<file path="src/cpc_pkg.sv">
`timescale 1ns / 1ps

package cpc_pkg;

   // event codes
   typedef enum logic [2:0] {
      OP_ALLOCATE  = 3'd0,
      OP_RELEASE   = 3'd1,
      OP_SCHEDULE  = 3'd2,
      OP_FINISH    = 3'd3,
      OP_SET_DEPTH = 3'd4
   } op_type;

   // register word indexes
   typedef enum logic {
      CSR_DECODE_SLACK = 1'b0,
      CSR_FIXED_EXTRA  = 1'b1
   } csr_index_type;

   localparam int OP_WIDTH       = 3;
   localparam int FIELD_WIDTH    = 8;
   localparam int CSR_ADDR_WIDTH = 3;
   localparam int CSR_DATA_WIDTH = 32;

   localparam int RESET_LIMIT = 6;
   localparam logic [FIELD_WIDTH-1:0] RESET_DECODE_SLACK = 8'd4;
   localparam logic [FIELD_WIDTH-1:0] RESET_FIXED_EXTRA  = 8'd5;

   typedef struct packed {
      logic                   slot_free;
      logic                   error;
      logic [FIELD_WIDTH-1:0] outstanding_count;
      logic [FIELD_WIDTH-1:0] in_flight_count;
      logic [FIELD_WIDTH-1:0] current_limit;
   } result_type;

endpackage

</file>
<file path="src/cpc_req_if.sv">
`timescale 1ns / 1ps

interface cpc_req_if
   import cpc_pkg::*;
();
   logic                   valid;
   logic                   ready;
   logic [OP_WIDTH-1:0]    operation;
   logic [FIELD_WIDTH-1:0] reorder_depth;

   modport source (output valid, output operation, output reorder_depth, input ready);
   modport sink (input valid, input operation, input reorder_depth, output ready);
endinterface

</file>
<file path="src/cpc_rsp_if.sv">
`timescale 1ns / 1ps

interface cpc_rsp_if
   import cpc_pkg::*;
();
   logic                   valid;
   logic                   ready;
   logic                   slot_free;
   logic                   error;
   logic [FIELD_WIDTH-1:0] outstanding_count;
   logic [FIELD_WIDTH-1:0] in_flight_count;
   logic [FIELD_WIDTH-1:0] current_limit;

   modport source (output valid, output slot_free, output error, output outstanding_count,
                   output in_flight_count, output current_limit, input ready);
   modport sink (input valid, input slot_free, input error, input outstanding_count,
                 input in_flight_count, input current_limit, output ready);
endinterface

</file>
<file path="src/cpc_core.sv">
`timescale 1ns / 1ps

module cpc_core
   import cpc_pkg::*;
#(
   parameter int COUNT_WIDTH = 8
) (
   input  logic                   clock,
   input  logic                   reset,
   input  logic                   accept,
   input  logic [OP_WIDTH-1:0]    operation,
   input  logic [FIELD_WIDTH-1:0] reorder_depth,
   input  logic [FIELD_WIDTH-1:0] decode_slack,
   input  logic [FIELD_WIDTH-1:0] fixed_extra,
   output result_type             result
);
   localparam int CW = COUNT_WIDTH;
   localparam int TW = ((CW > FIELD_WIDTH) ? CW : FIELD_WIDTH) + 1;
   localparam int COUNT_MAX_INT = (1 << CW) - 1;
   localparam logic [CW-1:0] COUNT_MAX = CW'(COUNT_MAX_INT);
   localparam logic [CW-1:0] LIMIT_INIT =
      (RESET_LIMIT > COUNT_MAX_INT) ? COUNT_MAX : CW'(RESET_LIMIT);

   logic [CW-1:0] outstanding_ff, outstanding_in;
   logic [CW-1:0] in_flight_ff, in_flight_in;
   logic [CW-1:0] limit_ff, limit_in;
   logic [CW-1:0] pending_ff, pending_in;
   logic [CW-1:0] out_dec;
   logic [TW-1:0] target_wide;
   logic [CW-1:0] target;
   logic          error;

   always_comb begin
      target_wide = TW'(reorder_depth) + TW'(fixed_extra);
      target = (target_wide > TW'(COUNT_MAX)) ? COUNT_MAX : target_wide[CW-1:0];
      out_dec = outstanding_ff - CW'(1);
      outstanding_in = outstanding_ff;
      in_flight_in = in_flight_ff;
      limit_in = limit_ff;
      pending_in = pending_ff;
      error = 1'b0;
      unique case (operation)
         OP_ALLOCATE: begin
            if (outstanding_ff == COUNT_MAX) error = 1'b1;
            else outstanding_in = outstanding_ff + CW'(1);
         end
         OP_RELEASE: begin
            if (outstanding_ff == '0) begin
               error = 1'b1;
            end else begin
               outstanding_in = out_dec;
               // shrink only once the outstanding count has drained
               if (pending_ff < limit_ff && out_dec <= pending_ff) limit_in = pending_ff;
            end
         end
         OP_SCHEDULE: begin
            if (in_flight_ff == COUNT_MAX) error = 1'b1;
            else in_flight_in = in_flight_ff + CW'(1);
         end
         OP_FINISH: begin
            if (in_flight_ff == '0) error = 1'b1;
            else in_flight_in = in_flight_ff - CW'(1);
         end
         OP_SET_DEPTH: begin
            if (target > limit_ff) limit_in = target;
            pending_in = target;
         end
         default: begin
         end
      endcase

      result.slot_free = (TW'(in_flight_in) + TW'(outstanding_in)) <
                         (TW'(limit_in) + TW'(decode_slack));
      result.error = error;
      result.outstanding_count = FIELD_WIDTH'(outstanding_in);
      result.in_flight_count = FIELD_WIDTH'(in_flight_in);
      result.current_limit = FIELD_WIDTH'(limit_in);
   end

   always_ff @(posedge clock) begin
      if (reset) begin
         outstanding_ff <= '0;
         in_flight_ff <= '0;
         limit_ff <= LIMIT_INIT;
         pending_ff <= LIMIT_INIT;
      end else if (accept) begin
         outstanding_ff <= outstanding_in;
         in_flight_ff <= in_flight_in;
         limit_ff <= limit_in;
         pending_ff <= pending_in;
      end
   end

endmodule

</file>
<file path="src/picture_buffer_credit_pacer.sv">
`timescale 1ns / 1ps

// channel | direction | handshake        | payload
// req     | in        | valid/ready      | operation, reorder_depth
// rsp     | out       | valid/ready      | slot_free, error, counts, current_limit
// csr     | in        | apb psel/penable | decode_slack @0x0, fixed_extra @0x4
//
// one item per cycle unless rsp stalls; a result appears in the cycle after its item is taken.
// counts update at the accepting edge, the result sits in an output register.
// req.ready is high while the output register is empty or being drained,
// so a held result stalls input only when rsp.ready is low.
// synchronous reset: counts zero, limit and pending limit six (clamped to count max), registers 4 and 5.
module picture_buffer_credit_pacer
   import cpc_pkg::*;
#(
   parameter int COUNT_WIDTH = 8
) (
   input  logic                      clock,
   input  logic                      reset,
   cpc_req_if.sink                   req,
   cpc_rsp_if.source                 rsp,
   input  logic                      csr_psel,
   input  logic                      csr_penable,
   input  logic                      csr_pwrite,
   input  logic [CSR_ADDR_WIDTH-1:0] csr_paddr,
   input  logic [CSR_DATA_WIDTH-1:0] csr_pwdata,
   output logic [CSR_DATA_WIDTH-1:0] csr_prdata,
   output logic                      csr_pready
);
   logic [FIELD_WIDTH-1:0] slack_ff, extra_ff;
   logic                   rsp_valid_ff;
   result_type             rsp_data_ff, result;
   logic                   accept;
   logic                   csr_write;
   csr_index_type          csr_index;

   assign csr_pready = 1'b1;
   assign csr_index = csr_index_type'(csr_paddr[2]);
   assign csr_write = csr_psel && csr_penable && csr_pwrite;

   always_comb begin
      unique case (csr_index)
         CSR_DECODE_SLACK: csr_prdata = CSR_DATA_WIDTH'(slack_ff);
         CSR_FIXED_EXTRA:  csr_prdata = CSR_DATA_WIDTH'(extra_ff);
         default:          csr_prdata = '0;
      endcase
   end

   always_ff @(posedge clock) begin
      if (reset) begin
         slack_ff <= RESET_DECODE_SLACK;
         extra_ff <= RESET_FIXED_EXTRA;
      end else if (csr_write) begin
         if (csr_index == CSR_DECODE_SLACK) slack_ff <= csr_pwdata[FIELD_WIDTH-1:0];
         else extra_ff <= csr_pwdata[FIELD_WIDTH-1:0];
      end
   end

   assign req.ready = !rsp_valid_ff || rsp.ready;
   assign accept = req.valid && req.ready;

   cpc_core #(
      .COUNT_WIDTH(COUNT_WIDTH)
   ) u_core (
      .clock        (clock),
      .reset        (reset),
      .accept       (accept),
      .operation    (req.operation),
      .reorder_depth(req.reorder_depth),
      .decode_slack (slack_ff),
      .fixed_extra  (extra_ff),
      .result       (result)
   );

   always_ff @(posedge clock) begin
      if (reset) begin
         rsp_valid_ff <= 1'b0;
      end else if (accept) begin
         rsp_valid_ff <= 1'b1;
      end else if (rsp.ready) begin
         rsp_valid_ff <= 1'b0;
      end
   end

   always_ff @(posedge clock) begin
      if (accept) rsp_data_ff <= result;
   end

   assign rsp.valid = rsp_valid_ff;
   assign rsp.slot_free = rsp_data_ff.slot_free;
   assign rsp.error = rsp_data_ff.error;
   assign rsp.outstanding_count = rsp_data_ff.outstanding_count;
   assign rsp.in_flight_count = rsp_data_ff.in_flight_count;
   assign rsp.current_limit = rsp_data_ff.current_limit;

endmodule
</file>
<file path="src/flat_wrapper.sv">
// flat-port wrapper written by rule: the top's interface ports become plain ports
module picture_buffer_credit_pacer_flat import cpc_pkg::*;
#(
   parameter int COUNT_WIDTH = 8
)
  (clock, reset, csr_psel, csr_penable, csr_pwrite, csr_paddr, csr_pwdata, csr_prdata, csr_pready, req_valid, req_operation, req_reorder_depth, req_ready, rsp_valid, rsp_slot_free, rsp_error, rsp_outstanding_count, rsp_in_flight_count, rsp_current_limit, rsp_ready);
  cpc_req_if req_i ();
  cpc_rsp_if rsp_i ();
  input  logic clock;
  input  logic reset;
  input  logic csr_psel;
  input  logic csr_penable;
  input  logic csr_pwrite;
  input  logic [CSR_ADDR_WIDTH-1:0] csr_paddr;
  input  logic [CSR_DATA_WIDTH-1:0] csr_pwdata;
  output logic [CSR_DATA_WIDTH-1:0] csr_prdata;
  output logic csr_pready;
  input wire logic [$bits(req_i.valid)-1:0] req_valid;
  input wire logic [$bits(req_i.operation)-1:0] req_operation;
  input wire logic [$bits(req_i.reorder_depth)-1:0] req_reorder_depth;
  output wire logic [$bits(req_i.ready)-1:0] req_ready;
  output wire logic [$bits(rsp_i.valid)-1:0] rsp_valid;
  output wire logic [$bits(rsp_i.slot_free)-1:0] rsp_slot_free;
  output wire logic [$bits(rsp_i.error)-1:0] rsp_error;
  output wire logic [$bits(rsp_i.outstanding_count)-1:0] rsp_outstanding_count;
  output wire logic [$bits(rsp_i.in_flight_count)-1:0] rsp_in_flight_count;
  output wire logic [$bits(rsp_i.current_limit)-1:0] rsp_current_limit;
  input wire logic [$bits(rsp_i.ready)-1:0] rsp_ready;
  assign req_i.valid = req_valid;
  assign req_i.operation = req_operation;
  assign req_i.reorder_depth = req_reorder_depth;
  assign req_ready = req_i.ready;
  assign rsp_valid = rsp_i.valid;
  assign rsp_slot_free = rsp_i.slot_free;
  assign rsp_error = rsp_i.error;
  assign rsp_outstanding_count = rsp_i.outstanding_count;
  assign rsp_in_flight_count = rsp_i.in_flight_count;
  assign rsp_current_limit = rsp_i.current_limit;
  assign rsp_i.ready = rsp_ready;
  picture_buffer_credit_pacer #(.COUNT_WIDTH(COUNT_WIDTH)) u_core (.clock(clock), .reset(reset), .req(req_i), .rsp(rsp_i), .csr_psel(csr_psel), .csr_penable(csr_penable), .csr_pwrite(csr_pwrite), .csr_paddr(csr_paddr), .csr_pwdata(csr_pwdata), .csr_prdata(csr_prdata), .csr_pready(csr_pready));
endmodule
</file>
<file path="config.mk">
export PLATFORM = sky130hd
export DESIGN_NAME = picture_buffer_credit_pacer_flat
export DESIGN_NICKNAME = d
export VERILOG_FILES = /design/src/cpc_pkg.sv /design/src/cpc_req_if.sv /design/src/cpc_rsp_if.sv /design/src/cpc_core.sv /design/src/picture_buffer_credit_pacer.sv /design/src/flat_wrapper.sv
export SDC_FILE = /design/constraint.sdc
export NUM_CORES = 1
export LEC_CHECK = 0
export ABC_AREA = 1
export BUFFER_PORTS_ARGS = -buffer_cell sky130_fd_sc_hd__clkbuf_2
export CAP_MARGIN = 10
export CORE_MARGIN = 5
export CORE_UTILIZATION = 55
export CTS_BUF_LIST = sky130_fd_sc_hd__clkbuf_4
export CTS_CLUSTER_SIZE = 16
export DETAILED_ROUTE_END_ITERATION = 12
export PLACE_DENSITY_LB_ADDON = 0.2
export SETUP_SLACK_MARGIN = 0.1
export SKIP_CTS_REPAIR_TIMING = 1
export SLEW_MARGIN = 20
export SYNTH_ARGS = -nofsm -noshare
export SYNTH_HDL_FRONTEND = slang
export SYNTH_SLANG_ARGS = --single-unit
export TNS_END_PERCENT = 5
</file>
<file path="constraint.sdc">
create_clock -name clock -period 7.96 [get_ports clock]
set_input_delay 1.592 -clock clock [delete_from_list [all_inputs] [get_ports clock]]
set_output_delay 1.592 -clock clock [all_outputs]
set_load 0.01 [all_outputs]
</file>
-- After elaboration in Yosys (flattened, before gate mapping)
Index checks and enable logic that the tools add are counted.
- eq/ne operators: 6
- multiplexer cells: 19
- reduce and logical (&&, ||, !) cells: 13
- add/subtract/negate cells: 7
- $lt $le $gt $ge: 5
- bitwise operators: 1
- operators by type and width (cell ; count):
    8-bit two-way mux ; 8
    32-bit case mux with 2 select lines ; 1
    8-bit case mux with 2 select lines ; 3
    8-bit by 8-bit adder with 9-bit output ; 3
    8-bit by 1-bit adder with 8-bit output, second input constant ; 2
    8-bit == test, second input constant ; 2
    8-bit logical NOT ; 2
    8-bit by 1-bit subtractor with 8-bit output, second input constant ; 2
    9-bit by 8-bit greater-than comparator with 1-bit output, second input constant ; 1
    9-bit < comparator ; 1
    8-bit greater-than comparator ; 1
    8-bit less-or-equal comparator ; 1
    8-bit < comparator ; 1
    3-bit by 2-bit == test with 1-bit output, second input constant ; 2
    1-bit two-way mux ; 6
    2-bit AND reduction ; 3
    1-bit logical AND ; 4
    1-bit case mux with 4 select lines ; 1
    3-bit by 1-bit == test with 1-bit output, second input constant ; 1
    3-bit == test, second input constant ; 1
    3-bit logical NOT ; 1
    2-bit nonzero test ; 1
    1-bit logical NOT ; 1
    1-bit logical OR ; 1
    1-bit inverter ; 1
- register bits after elaboration: 75
- output and inout bits: 61
- bits of input ports: 53

-- Logic depth before layout (Yosys ltp)
- word-level depth: 8
- mapped depth: 37
- mapped depth without buffers: 37

-- Cells and area by module
A second synthesis with hierarchy kept.
- cells, all modules: 877
- area, all modules: 6168.4 sq um
- modules (own cells, without submodules) (module ; area an instance (sq um) ; cells each ; instances ; sequential area each (sq um)):
    cpc_core ; 4366.7 ; 696 ; 1 ; 640.6
    picture_buffer_credit_pacer ; 1801.7 ; 181 ; 1 ; 1121.1

-- Least setup slack after synthesis
No wires, ideal clock.
- path kind: input to register
- start: input port req_reorder_depth[0]
- end: register u_core.rsp_data_ff (netlist bit u_core.rsp.slot_free), data pin
- slack: 1.861 ns
- arrival time: 5.836 ns
- data required time: 7.698 ns
- stages on the path: 35
- path through: ha_1 fa_1 nand2_4 nand2_4 a21oi_4 inv_4 a21oi_4 inv_1 ha_1 nand2_1 inv_1 nand2_1 nand2_1 nand2_1 nand2_1 nand2_2 a21oi_1 o21ai_1 nand2_1 clkinv_1 a21boi_0 ha_1 nand3_1 nand2_1 a21oi_1 o21bai_1 a21oi_1 o21ai_0 xnor2_1 ha_1 nand2_1 nor2_1 nand2_1 o211ai_1 a31oi_1
- RTL lines (element ; line ; text):
    from (decl) ; flat_wrapper.sv:20 ; input wire logic [$bits(req_i.reorder_depth)-1:0] req_reorder_depth;
    to (signal assigned) ; picture_buffer_credit_pacer.sv:86 ; if (accept) rsp_data_ff <= result;
    to (decl) ; picture_buffer_credit_pacer.sv:32 ; result_type rsp_data_ff, result;

==> flow_summary.toml <==
[placement]
io_buffers = 62
dp_hpwl_mm = 11.8
gp_congestion = 0.987
dp.cells = 1029

[synth]
yosys.area_share.simple_pct = 25.3
synth_xor_area_share_pct = 3.27
synthDistinctLibCells = 51
syn_avg_cell_area_um2 = 7.24
synthAdderAreaFrac_pct = 13.6
synthesis.area_um2 = 6130
ys_top_cells_by_area = "dfxtp_1, edfxtp_1, ha_1"
synth_mux_area_share_pct = 0
synth_seq_cells = 75
synth-seq-area-share_pct = 28.8
async_flop_share_pct = 0
synth_top_area_cell = "dfxtp_1"
yosysTopAreaCellShare_pct = 16.0
synth_edf_count = 26
synth_top_flop_cell = "dfxtp_1"
synth_top_family_by_area = "simple AND/OR/NAND/NOR gates"
synth_warnings = 0
synth-compound-area-share_pct = 16.1
synthCells = 846

[power_and_ir_drop]
p_clk_share_pct = 21.6
p_comb_share_pct = 38.5
power_frac_seq_pct = 40.0
p_int_mw = 0.690
p_sw_mw = 0.444
leakagePower_nw = 3.38
switching_share_pct = 39.2
ir_drop_uv = 136
power_density_nw_per_um2 = 173

[detailed_routing]
via_per_inst = 5.34
vias = 5583
drcViolationCount = 0
wire_per_inst_um = 14.4
first_iter_violations = 307
wl_mm = 15.1
ant_nets = 0
firstDrtPassIters = 5

[worst_setup_path]
cpMostUsedCell = "nand2_1"
crit_required_ns = 8.19
worstReg2RegEnd = "u_core.rsp.slot_free"
crit_path_max_incr_delay_ns = 0.55
worstPathArrival_ns = 6.78
crit_slowest_cell = "a21boi_0"
start_kind = "primary input"
reg2reg_from = "u_core.extra_ff[0]"
ff2ff_setup_slack_ns = 2.28
end_kind = "flop"
path_max_fanout = 10
r2r_cells = 35
criticalPathCategory = "primary input to flop"

[floorplan]
die_h_um = 116
core-area_um2 = 10900
fp.dieW_um = 116
start_util_pct = 56.3
dieArea_um2 = 13300
core.rowCount = 38
ioPinCount = 114

[hold_path]
min_path_cells = 2
holdCritStartpoint = "u_core.u_core.limit_ff[2]"
min_to = "u_core.u_core.limit_ff[2]"
hp-class = "flop to flop"

[timing]
hold_violations = 0
fmax_mhz = 153
tns_ns = 0
holdWs_ns = 0.502
relSlewSlack_pct = 31.9
rsz0062_at_grt = "no"
period_share_pct = 82.3
min_period_ns = 6.55
clock_skew_ns = 0.0228
tightest_slew_ns = 1.02
slew_viol_final = 0
setup_violations = 0

[cts]
cts.sinks = 75
clockRootBuffer = "clkbuf_4"
cts_buffer_depth = 2
worstSkewPairLatency_ns = 0.47
cts_made_buffers = 9
cts_tree = "done"
cts_htree_levels = 3
clk_pin_slew_ns = 0.14

[finish]
regArea_um2 = 1760
nets = 1018
area_growth_pct = 7.11
antenna_cells = 0
utilization_pct = 60.3
multi_input_area_um2 = 3670
final_cells = 1045
drive_gt1_share_pct = 15.7
nFillCells = 1027

[grt]
grt_pass1_wl_mm = 25.0
overflow = 0
grt_pass1_vias = 5371
antenna_found_initial = 0
grt_max_degree = 57
grt_use_total_pct = 23.4

[outcome]
outcome = "complete, no violations"

[job]
max_cap_viol_count = 0
-- cells by family (layout without fill, tap and decap cells) --
kind of cell    count (synthesis)  after routing
simple gates                  337            337
buf+inv                       177            213
compound gates                168            168
flops                          75             75
fa+ha+maj                      65             65
xor+xnor                       22             22
other cells                     2             25
-- cell usage in the layout (no fill, tap or decap), types with 6 or more instances in the layout --
master and count:
o21ai_1 16, inv_2 15, nand3_1 56, clkbuf_4 11
dfxtp_1 49, inv_1 115, nor2_4 7, nand2_2 8
nor2_1 59, clkbuf_2 62, a21oi_1 65, nand2_1 176
edfxtp_1 26, o21ai_0 50, nand4_1 10, conb_1 25
xnor2_1 9, a21oi_2 6, nor2_2 6, ha_1 62
xor2_1 12
-- worst max-delay path: cells and delay by family --
kind | cells | cell delay (ns)
adder cells (fa/ha/maj) | 5 | 1.63
AO/OA/AOI/OAI | 11 | 1.91
AND/OR/NAND/NOR | 14 | 1.14
XOR/XNOR | 1 | 0.14
buffers and inverters | 5 | 0.37
-- synthesized netlist by cell type (6+ instances only) --
| cell type | number |
|---|---|
| edfxtp_1 | 26 |
| a21oi_2 | 6 |
| nor2_2 | 6 |
| ha_1 | 62 |
| clkbuf_1 | 8 |
| nand3_1 | 56 |
| nand2_2 | 8 |
| nand2_1 | 176 |
| nand4_1 | 10 |
| buf_2 | 6 |
| a21oi_1 | 65 |
| inv_1 | 116 |
| buf_4 | 27 |
| nor2_4 | 7 |
| o21ai_1 | 16 |
| nor2_1 | 59 |
| xor2_1 | 12 |
| xnor2_1 | 9 |
| dfxtp_1 | 49 |
| inv_2 | 13 |
| o21ai_0 | 50 |
-- final cells by class --
| cell class | instances | share of cell area (%) |
|---|---|---|
| sequential | 75 | 26.8 |
| clock buffer | 11 | 1.26 |
| clock inverter | 5 | 0.839 |
| inverter | 135 | 7.78 |
| multi-input combinational | 617 | 55.9 |
| timing repair buffer | 62 | 4.73 |
| tap | 140 | 2.67 |
-- stage by stage --
step | area (um2) | total power [mW] | setup slack [ns]
2_1_floorplan | 6210 | 0.795 | 1.86
3_3_place_gp | 6420 | 0.875 | 1.21
3_5_place_dp | 6420 | 0.894 | 0.959
4_1_cts | 6560 | 1.14 | 1.49
5_1_grt | 6560 | 1.22 | 0.985
6_report | 6560 | 1.13 | 1.41
-- metal layers --
metal | vias to the layer above | wire (um) | GRT usage [%]
met3 | 38 | 1020 | 6.06
met1 | 2513 | 6490 | 29.1
met5 | - | 0 | 0
li1 | 2845 | - | -
met4 | 0 | 452 | 9.70
met2 | 187 | 7110 | 38.7
-- power groups by stage --
stage	logic, mW	registers, mW	clock network (mW)
2_1_floorplan	0.333	0.461	0
3_3_place_gp	0.415	0.460	0
3_5_place_dp	0.432	0.462	0
4_1_cts	0.435	0.453	0.251
5_1_grt	0.495	0.457	0.270
6_report	0.436	0.453	0.245
-- worst max-delay path by stage --
stage / startpoint / to / slack, ns / cells after the start
2_1_floorplan: req_reorder_depth[0] / u_core.rsp.slot_free / 1.86 / 35
3_3_place_gp: req_reorder_depth[0] / u_core.rsp.slot_free / 1.21 / 36
3_5_place_dp: req_reorder_depth[0] / u_core.rsp.slot_free / 0.96 / 36
4_1_cts: req_reorder_depth[0] / u_core.rsp.slot_free / 1.49 / 36
5_1_grt: req_reorder_depth[0] / u_core.rsp.slot_free / 0.99 / 36
6_report: req_reorder_depth[0] / u_core.rsp.slot_free / 1.41 / 36
No activity file was read; power rests on OpenSTA's default activity.
